File: config.mk
export PLATFORM = sky130hd
export DESIGN_NAME = status_led_pixel_pulse_encoder_top
export DESIGN_NICKNAME = d
export VERILOG_FILES = /design/src/sled_pkg.sv /design/src/status_led_pixel_pulse_encoder_top.sv
export SDC_FILE = /design/constraint.sdc
export NUM_CORES = 1
export LEC_CHECK = 0
export ABC_CLOCK_PERIOD_IN_PS = 11700
export BUFFER_PORTS_ARGS = -buffer_cell sky130_fd_sc_hd__buf_2
export CORE_MARGIN = 2
export CORE_UTILIZATION = 60
export CTS_CLUSTER_DIAMETER = 80
export DETAILED_ROUTE_END_ITERATION = 10
export GPL_TIMING_DRIVEN = 0
export PLACE_DENSITY_LB_ADDON = 0.08
export SLEW_MARGIN = 20
export SYNTH_ARGS = -nofsm -noshare
export SYNTH_HDL_FRONTEND = slang
export SYNTH_SLANG_ARGS = --single-unit
File: constraint.sdc
create_clock -name clk_i -period 11.7 [get_ports clk_i]
set_input_delay 1.755 -clock clk_i [delete_from_list [all_inputs] [get_ports clk_i]]
set_output_delay 1.755 -clock clk_i [all_outputs]
set_load 0.02 [all_outputs]
File: src/sled_pkg.sv
// ----------------------------------------------------------------------------
// sled_pkg: shared types and constants for the status LED pulse encoder
// Field widths, register indexes, item kinds and the channel scaling helper.
// ----------------------------------------------------------------------------
`default_nettype none

package sled_pkg;

  localparam int unsigned COLOR_BITS = 24;
  localparam int unsigned CNT_W      = $clog2(COLOR_BITS + 1);
  localparam int unsigned LEN_W      = 15;
  localparam int unsigned CFG_IDX_W  = 3;
  localparam int unsigned CFG_DATA_W = 16;

  localparam logic [7:0]       LEVEL          = 8'd50;
  localparam logic [7:0]       BRIGHT_RST     = 8'd255;
  localparam logic [15:0]      INTERVAL_RST   = 16'd50;
  localparam logic [LEN_W-1:0] ONE_HIGH_RST   = 15'd14;
  localparam logic [LEN_W-1:0] ONE_LOW_RST    = 15'd6;
  localparam logic [LEN_W-1:0] ZERO_HIGH_RST  = 15'd6;
  localparam logic [LEN_W-1:0] ZERO_LOW_RST   = 15'd14;
  localparam logic [LEN_W-1:0] LATCH_RST      = 15'd100;

  typedef enum logic [CFG_IDX_W-1:0] {
    CfgBrightness = 3'd0,
    CfgInterval   = 3'd1,
    CfgOneHigh    = 3'd2,
    CfgOneLow     = 3'd3,
    CfgZeroHigh   = 3'd4,
    CfgZeroLow    = 3'd5,
    CfgLatch      = 3'd6
  } cfg_idx_e;

  typedef enum logic [1:0] {
    ModeTick     = 2'd0,
    ModeActivity = 2'd1,
    ModeLink     = 2'd2
  } mode_e;

  // Channel level times brightness over 255, truncated. The reciprocal form
  // (p + p/256 + 1) / 256 is exact for every p below 65280 in this 16-bit sum.
  function automatic logic [7:0] scale_level(logic [7:0] bright);
    logic [15:0] p;
    logic [15:0] q;
    p = 16'(bright) * 16'(LEVEL);
    q = (p + (p >> 8) + 16'd1) >> 8;
    return q[7:0];
  endfunction

endpackage

`default_nettype wire

File: src/status_led_pixel_pulse_encoder_top.sv
// ----------------------------------------------------------------------------
// status_led_pixel_pulse_encoder_top: single-pixel status LED pulse encoder
// Turns ticks, activity events and link updates into one-wire pulse frames.
// ----------------------------------------------------------------------------
// Activity events and link updates only update flags; a tick whose wrapping
// distance from the last refresh is strictly above interval_ms latches a new
// colour word (green on pending activity, else blue if linked, else red) and
// starts a frame of 25 output beats: 24 data pulses MSB first in G,R,B order,
// then one low latch pulse with last_pulse set. The serializer sends one beat
// per cycle while the output side is ready. Input beats are held off only
// while a frame is still being sent, except in the cycle its last beat leaves,
// so the next frame can follow with no gap. Configuration is written through
// a plain write port and must be static while busy.
`default_nettype none

module status_led_pixel_pulse_encoder_top (
  input  wire logic                            clk_i,
  input  wire logic                            rst_ni,

  input  wire logic                            cfg_we_i,
  input  wire logic [sled_pkg::CFG_IDX_W-1:0]  cfg_idx_i,
  input  wire logic [sled_pkg::CFG_DATA_W-1:0] cfg_data_i,

  input  wire logic                            in_valid_i,
  output      logic                            in_ready_o,
  input  wire logic [1:0]                      mode_i,
  input  wire logic [31:0]                     now_ms_i,
  input  wire logic                            link_up_i,

  output      logic                            out_valid_o,
  input  wire logic                            out_ready_i,
  output      logic                            first_level_o,
  output      logic [sled_pkg::LEN_W-1:0]      first_len_o,
  output      logic                            second_level_o,
  output      logic [sled_pkg::LEN_W-1:0]      second_len_o,
  output      logic                            last_pulse_o
);

  localparam int unsigned LW = sled_pkg::LEN_W;
  localparam int unsigned CW = sled_pkg::CNT_W;
  localparam int unsigned NB = sled_pkg::COLOR_BITS;
  localparam logic [CW-1:0] LATCH_POS = CW'(NB);

  // Configuration registers
  logic [7:0]    bright_q;
  logic [15:0]   interval_q;
  logic [LW-1:0] one_high_q, one_low_q, zero_high_q, zero_low_q, latch_q;

  always_ff @(posedge clk_i or negedge rst_ni) begin
    if (!rst_ni) begin
      bright_q    <= sled_pkg::BRIGHT_RST;
      interval_q  <= sled_pkg::INTERVAL_RST;
      one_high_q  <= sled_pkg::ONE_HIGH_RST;
      one_low_q   <= sled_pkg::ONE_LOW_RST;
      zero_high_q <= sled_pkg::ZERO_HIGH_RST;
      zero_low_q  <= sled_pkg::ZERO_LOW_RST;
      latch_q     <= sled_pkg::LATCH_RST;
    end else if (cfg_we_i) begin
      unique case (sled_pkg::cfg_idx_e'(cfg_idx_i))
        sled_pkg::CfgBrightness: bright_q    <= cfg_data_i[7:0];
        sled_pkg::CfgInterval:   interval_q  <= cfg_data_i;
        sled_pkg::CfgOneHigh:    one_high_q  <= cfg_data_i[LW-1:0];
        sled_pkg::CfgOneLow:     one_low_q   <= cfg_data_i[LW-1:0];
        sled_pkg::CfgZeroHigh:   zero_high_q <= cfg_data_i[LW-1:0];
        sled_pkg::CfgZeroLow:    zero_low_q  <= cfg_data_i[LW-1:0];
        sled_pkg::CfgLatch:      latch_q     <= cfg_data_i[LW-1:0];
        default: ;  // unmapped index: drop the write
      endcase
    end
  end

  // Status state and frame serializer
  logic [31:0]   last_ms_q, last_ms_d;
  logic          pending_q, pending_d;
  logic          linked_q, linked_d;
  logic          busy_q, busy_d;
  logic [CW-1:0] cnt_q, cnt_d;
  logic [NB-1:0] word_q, word_d;

  logic          in_fire, out_fire, frame_done, refresh;
  logic [31:0]   elapsed;
  logic [7:0]    lvl;
  logic          at_latch;

  assign at_latch   = (cnt_q == LATCH_POS);
  assign out_fire   = busy_q && out_ready_i;
  assign frame_done = out_fire && at_latch;
  assign in_ready_o = !busy_q || frame_done;
  assign in_fire    = in_valid_i && in_ready_o;

  assign elapsed = now_ms_i - last_ms_q;
  assign refresh = (sled_pkg::mode_e'(mode_i) == sled_pkg::ModeTick) &&
                   (elapsed > {16'd0, interval_q});
  assign lvl     = sled_pkg::scale_level(bright_q);

  always_comb begin
    last_ms_d = last_ms_q;
    pending_d = pending_q;
    linked_d  = linked_q;
    busy_d    = busy_q;
    cnt_d     = cnt_q;
    word_d    = word_q;

    // Advance the serializer on each beat taken downstream
    if (out_fire) begin
      if (at_latch) begin
        busy_d = 1'b0;
      end else begin
        cnt_d  = cnt_q + CW'(1);
        word_d = {word_q[NB-2:0], 1'b0};
      end
    end

    if (in_fire) begin
      unique case (sled_pkg::mode_e'(mode_i))
        sled_pkg::ModeActivity: pending_d = 1'b1;
        sled_pkg::ModeLink:     linked_d  = link_up_i;
        sled_pkg::ModeTick: begin
          if (refresh) begin
            last_ms_d = now_ms_i;
            busy_d    = 1'b1;
            cnt_d     = '0;
            priority if (pending_q) begin
              pending_d = 1'b0;
              word_d    = {lvl, 16'd0};
            end else if (linked_q) begin
              word_d    = {16'd0, lvl};
            end else begin
              word_d    = {8'd0, lvl, 8'd0};
            end
          end
        end
        default: ;  // unused mode: ignore the beat
      endcase
    end
  end

  always_ff @(posedge clk_i or negedge rst_ni) begin
    if (!rst_ni) begin
      last_ms_q <= '0;
      pending_q <= 1'b0;
      linked_q  <= 1'b0;
      busy_q    <= 1'b0;
      cnt_q     <= '0;
    end else begin
      last_ms_q <= last_ms_d;
      pending_q <= pending_d;
      linked_q  <= linked_d;
      busy_q    <= busy_d;
      cnt_q     <= cnt_d;
    end
  end

  // Color word needs no reset: it is only read while a frame is busy
  always_ff @(posedge clk_i) begin
    word_q <= word_d;
  end

  // Output beat: a data pulse from the word MSB, or the trailing latch pulse
  assign out_valid_o    = busy_q;
  assign first_level_o  = !at_latch;
  assign second_level_o = 1'b0;
  assign last_pulse_o   = at_latch;
  assign first_len_o    = at_latch ? latch_q :
                          (word_q[NB-1] ? one_high_q : zero_high_q);
  assign second_len_o   = at_latch ? '0 :
                          (word_q[NB-1] ? one_low_q : zero_low_q);

  // A new beat is never taken while a frame is mid-flight
  a_no_overrun: assert property (@(posedge clk_i) disable iff (!rst_ni)
    in_fire && busy_q |-> frame_done)
    else $error("input beat accepted during an unfinished frame");

  // A refreshing tick starts a frame at its first data pulse
  a_frame_start: assert property (@(posedge clk_i) disable iff (!rst_ni)
    in_fire && refresh |=> busy_q && cnt_q == '0)
    else $error("refresh tick did not start a frame");

  // A stalled frame holds its position
  a_stall_hold: assert property (@(posedge clk_i) disable iff (!rst_ni)
    busy_q && !out_ready_i |=> busy_q && $stable(cnt_q))
    else $error("frame advanced without a downstream beat");

  // The frame ends once the latch pulse leaves and nothing restarts it
  a_frame_end: assert property (@(posedge clk_i) disable iff (!rst_ni)
    frame_done && !(in_fire && refresh) |=> !busy_q)
    else $error("frame did not end after the latch pulse");

endmodule

`default_nettype wire
# Yosys cells after proc, flatten, opt, wreduce, memory -nomap -nowiden
# Index checks and enable logic that the tools add are counted.
# W data, S select, Z words.
[totals] regBits=163 inputBits=59 output_inout_bits=35 word_cells=72
[classes] add_sub_neg=4 n_mul=1 n_lt_le_gt_ge=1 eq_ne=10 mux=23 n_reduce_logical=20
[op_table] op="$mux W24" count=6
[op_table] op="$mux W15" count=4
[op_table] op="$gt A32 B16 Y1" count=1
[op_table] op="$sub A32 B32 Y32" count=1
[op_table] op="$mux W5" count=5
[op_table] op="$add A15 B1 Y16 const B" count=1
[op_table] op="$mux W16" count=1
[op_table] op="$reduce_and A2 Y1" count=8
[op_table] op="$add A14 B6 Y15" count=1
[op_table] op="$mul A8 B5 Y13 const B" count=1
[op_table] op="$eq A3 B3 Y1 const B" count=3
[op_table] op="$eq A3 B2 Y1 const B" count=2
[op_table] op="$mux W1" count=6
[op_table] op="$reduce_and A3 Y1" count=2
[op_table] op="$add A5 B1 Y5 const B" count=1
[op_table] op="$eq A5 B5 Y1 const B" count=1
[op_table] op="$logic_and A1 B1 Y1" count=4
[op_table] op="$eq A3 B1 Y1 const B" count=1
[op_table] op="$logic_not A3 Y1" count=1
[op_table] op="$eq A2 B1 Y1 const B" count=1
[op_table] op="$eq A2 B2 Y1 const B" count=1
[op_table] op="$logic_not A1 Y1" count=2
[op_table] op="$logic_not A2 Y1" count=1
[op_table] op="$ne A2 B2 Y1 const B" count=1
[op_table] op="other kinds (3)" count=3

# Depth between registers and ports, before layout
[logic_depth] word_depth=8 mapped_depth=25 ltp_nobuf=23

# Worst setup path before layout
# Ideal clock, no wire load.
[synth_timing] path_type="input to register" startpoint="input now_ms_i[1]" endpoint="register last_ms_q[10]" setup_ps=125 t_arrival_ps=5673 t_required_ps=11575 slack_ps=5901 path_stages=24 path_buffers=2 cell_sequence="ha_1 nor2b_1 o31a_1 o21ai_0 nand2b_1 a21oi_1 nor2b_1 o21ai_0 nand2b_1 a21oi_1 xnor2_1 ha_1 a21o_1 nand3_1 a21oi_1 o31ai_1 o221a_2 o2111ai_1 nor4_2 nand4b_2 and2_1 buf_6 buf_6 mux2_4"
[synth_between] elab_chain_cells=4
[synth_lines] item="from (decl)" line_no="status_led_pixel_pulse_encoder_top.sv:27" source="input wire logic [31:0] now_ms_i,"
[synth_lines] item="$sub A32 B32 Y32" line_no="status_led_pixel_pulse_encoder_top.sv:91" source="assign elapsed = now_ms_i - last_ms_q;"
[synth_lines] item="$gt A32 B16 Y1" line_no="status_led_pixel_pulse_encoder_top.sv:93" source="(elapsed > {16'd0, interval_q});"
[synth_lines] item="$logic_and A1 B1 Y1" line_no="status_led_pixel_pulse_encoder_top.sv:92" source="assign refresh = (sled_pkg::mode_e'(mode_i) == sled_pkg::ModeTick) &&"
[synth_lines] item="$reduce_and A3 Y1 (no source line)"
[synth_lines] item="to (signal assigned)" line_no="status_led_pixel_pulse_encoder_top.sv:146" source="last_ms_q <= last_ms_d;"
[synth_lines] item="to (decl)" line_no="status_led_pixel_pulse_encoder_top.sv:73" source="logic [31:0] last_ms_q, last_ms_d;"
# Every way passes these cells.
# A chain may end at the register's enable or synchronous reset.

# Worst setup path after layout
[layout_timing] startpoint="input now_ms_i[0]" endpoint="register last_ms_q[5]"
# The elaborated chain is that of the path after synthesis.

==> results.sh <==
export IMPL_via_per_inst=5.88
export IMPL_maxUsedRoutingLayer="met4"
export IMPL_leakagePower_nw=5.53
export IMPL_r2r_start="bright_q[2]$_DFFE_PN1P_"
export IMPL_clk_transition_reported_paths_ns=0.07
export IMPL_die_w_um=136
export IMPL_setup_tns_ns=0
export IMPL_syn_nets=1165
export IMPL_cts_resized=0
export IMPL_die_height_um=136
export IMPL_postCtsSetupBuffers=0
export IMPL_worstSetupPathType="in -> reg"
export IMPL_finalSetupViolCount=0
export IMPL_placed_area_um2=11200
export IMPL_cp_start_kind="primary input"
export IMPL_ys_warn_count=0
export IMPL_hold_viol=0
export IMPL_port_buffers=90
export IMPL_wl_met3_um=943
export IMPL_cp_slowest_cell="fa_1"
export IMPL_finalCriticalPeriod_ns=6.14
export IMPL_cts_tree="done"
export IMPL_drv_cap=0
export IMPL_drt_pass1_iter_count=6
export IMPL_wl_met2_mm=11.6
export IMPL_start_util=0.608
export IMPL_hold_start="word_q[0]$_DFF_P_"
export IMPL_syn_area_per_cell_um2=10.2
export IMPL_cp_cell_sequence="buf_2, inv_1, ha_1, inv_1, fa_1, a21oi_1, nand4b_4, a211o_1, and2_1, o21ai_0, xor2_1, ha_1, nand4_1, nor2_1, nand2_1, o31ai_1, o221a_2, o2111ai_1, nor4_2, nand4b_2, and2_1, buf_6, buf_6, mux2_4"
export IMPL_ant_nets=0
export IMPL_clock_skew_ns=0.0105
export IMPL_synth_area_um2=10400
export IMPL_status="finished, final reports clean"
export IMPL_nets=1275
export IMPL_reg2reg_to="word_q[2]$_DFF_P_"
export IMPL_ctsHoldBuffers=0
export IMPL_finalCritPeriodShare=0.525
export IMPL_rrSetupSlack_ns=6.57
export IMPL_yosysTopAreaCell="dfrtp_1"
export IMPL_htreeDepth=4
export IMPL_powerDensity_nw_per_um2=278
export IMPL_drive_gt1_frac=0.257
export IMPL_cp_required_ns=12.01
export IMPL_power_mw=3.29
export IMPL_end_kind="flop"
export IMPL_synthTopCellsByArea="dfrtp_1 28%, ha_1 9.7%, mux2_2 9.2%"
export IMPL_gr_total_overflow=0
export IMPL_cts_sinks=163
export IMPL_cp_arrival_ns=6.45
export IMPL_synth_cell_types=75
export IMPL_design_core_area_um2=17200
export IMPL_syn_inst=1021
export IMPL_drtIter0Drc=490
export IMPL_holdPathEnd="word_q[0]$_DFF_P_"
export IMPL_synth_top_flop_cell="dfrtp_1"
export IMPL_wire_per_inst_um=17.4
export IMPL_worstMarginPinSlew_ns=0.931
export IMPL_hpwl_mm=17.5
export IMPL_max_slew_margin=0.378
export IMPL_die_area_um2=18500
export IMPL_ys_async_sr_fraction=0.853
export IMPL_finalInstanceArea_um2=11900
export IMPL_grt_pass1_vias=7801
export IMPL_finalWirelength_mm=23.8
export IMPL_grt_pass1_wl_mm=39.4
export IMPL_num_rows=48
export IMPL_drc=0
export IMPL_gp_congestion=0.884
export IMPL_worst_hold_path_type="reg -> reg"
export IMPL_cpPeakStageDelay_ns=0.39
export IMPL_synth_edf_count=0
export IMPL_max_freq_mhz=163
export IMPL_reg2reg_depth=17
export IMPL_antenna_found_initial=1
export IMPL_grt_total_usage=0.272
export IMPL_irDropWorstVdd_mv=0.159
export IMPL_holdPathStages=2
export IMPL_ys_ff_latch=163
export IMPL_synth_top_cell_area_share=0.275
export IMPL_maxSlewViolCount=0
export IMPL_critPathMaxFanout=10
export IMPL_ios=94
export IMPL_via_count=8060
export IMPL_synth_seq_area_share=0.382
export IMPL_cts_buffers=17
export IMPL_cts_root_buf="clkbuf_16"
export IMPL_area_growth_pct=13.6
export IMPL_cts_path_max_buffers=2
export IMPL_clk_latency_ns=0.43
export IMPL_rsz0062_at_grt="false"
export IMPL_wl_met1_mm=10.9
export IMPL_grt_max_degree=73
-- cell type report --
cell class	count	area (um2)
antenna	1	2.50
buffer	43	214
clock buffer	19	453
clock inverter	13	186
fill	1390	5310
inverter	68	255
multi-input combinational	747	5990
sequential	163	3990
tap	225	282
timing repair buffer	91	488
-- worst max path at each step --
stage	startpoint	endpoint
6_report	now_ms_i[0]	last_ms_q[5]$_DFFE_PN0P_
5_1_grt	now_ms_i[1]	last_ms_q[5]$_DFFE_PN0P_
4_1_cts	now_ms_i[1]	last_ms_q[5]$_DFFE_PN0P_
3_5_place_dp	now_ms_i[1]	last_ms_q[30]$_DFFE_PN0P_
3_3_place_gp	now_ms_i[1]	last_ms_q[2]$_DFFE_PN0P_
2_1_floorplan	now_ms_i[1]	last_ms_q[10]$_DFFE_PN0P_
-- synth_stat cells, types with 7 or more instances --
cell type	n
dfxtp_1	24
xnor2_1	17
mux2_4	25
nor3_1	19
clkbuf_1	30
nand3_1	13
nand2_1	86
o21a_1	10
dfrtp_1	115
ha_1	81
mux2i_1	62
nor2_1	58
xor2_1	17
nand4_1	22
and2_1	7
inv_1	68
o21ai_0	54
a21oi_1	50
a21o_1	14
dfstp_2	24
mux2_2	85
-- report_power, final --
| part | total [mW] | internal [mW] | switching (mW) |
|---|---|---|---|
| sequential | 0.855 | 0.754 | 0.101 |
| clock | 0.604 | 0.339 | 0.266 |
| combinational | 1.83 | 0.779 | 1.06 |
-- layer usage --
layer | global-route usage | up-vias
met5 | 0 | -
met2 | 0.453 | 205
met1 | 0.371 | 3926
met3 | 0.0391 | 30
li1 | - | 3899
met4 | 0.0787 | 0
-- cells by family (layout without fill, tap and decap cells) --
group / Yosys count / after routing / synth area share
simple gates: 245 / 245 / 0.114
flops: 163 / 163 / 0.382
fa+ha+maj: 86 / 86 / 0.106
compound gates: 202 / 202 / 0.129
mux: 178 / 178 / 0.193
buf+inv: 111 / 234 / 0.0449
other cells: 1 / 2 / 0.000359
xor+xnor: 35 / 35 / 0.0308
-- worst max-delay path: cells and delay by family --
family | cells | cell delay (ns)
buf+inv | 5 | 0.57
xor+xnor | 1 | 0.17
fa+ha+maj | 3 | 0.88
mux | 1 | 0.31
compound gates | 6 | 1.04
simple gates | 8 | 1.71
-- state kept, by name, summed over array words and instances (netlist names) --
| name | cells |
|---|---|
| last_ms_q | 32 |
| word_q | 24 |
| interval_q | 16 |
| latch_q | 15 |
| one_high_q | 15 |
| one_low_q | 15 |
| zero_high_q | 15 |
| zero_low_q | 15 |
| bright_q | 8 |
| cnt_q | 5 |
| linked_q | 1 |
| out_valid_o | 1 |
| pending_q | 1 |
-- stage by stage --
step / hold slack [ns] / setup WS (ns) / std cells / util
5_1_grt: 0.502 / 5.17 / 1370 / 0.691
2_1_floorplan: 0.438 / 5.90 / 1021 / -
3_3_place_gp: 0.457 / 5.14 / 1336 / 0.651
4_1_cts: 0.482 / 5.59 / 1369 / 0.690
6_report: 0.484 / 5.56 / 1370 / 0.691
3_5_place_dp: 0.472 / 5.12 / 1337 / 0.653
-- layout by cell type, fill, tap and decap left out, types with 50 or more instances in the layout --
cell / Yosys / layout
nor2_1: 58 / 58
mux2i_1: 62 / 62
mux2_2: 85 / 85
nand2_1: 86 / 86
inv_1: 68 / 68
o21ai_0: 54 / 54
buf_2: 6 / 95
ha_1: 81 / 81
a21oi_1: 50 / 50
dfrtp_1: 115 / 115
(Power assumes the default switching activity.)
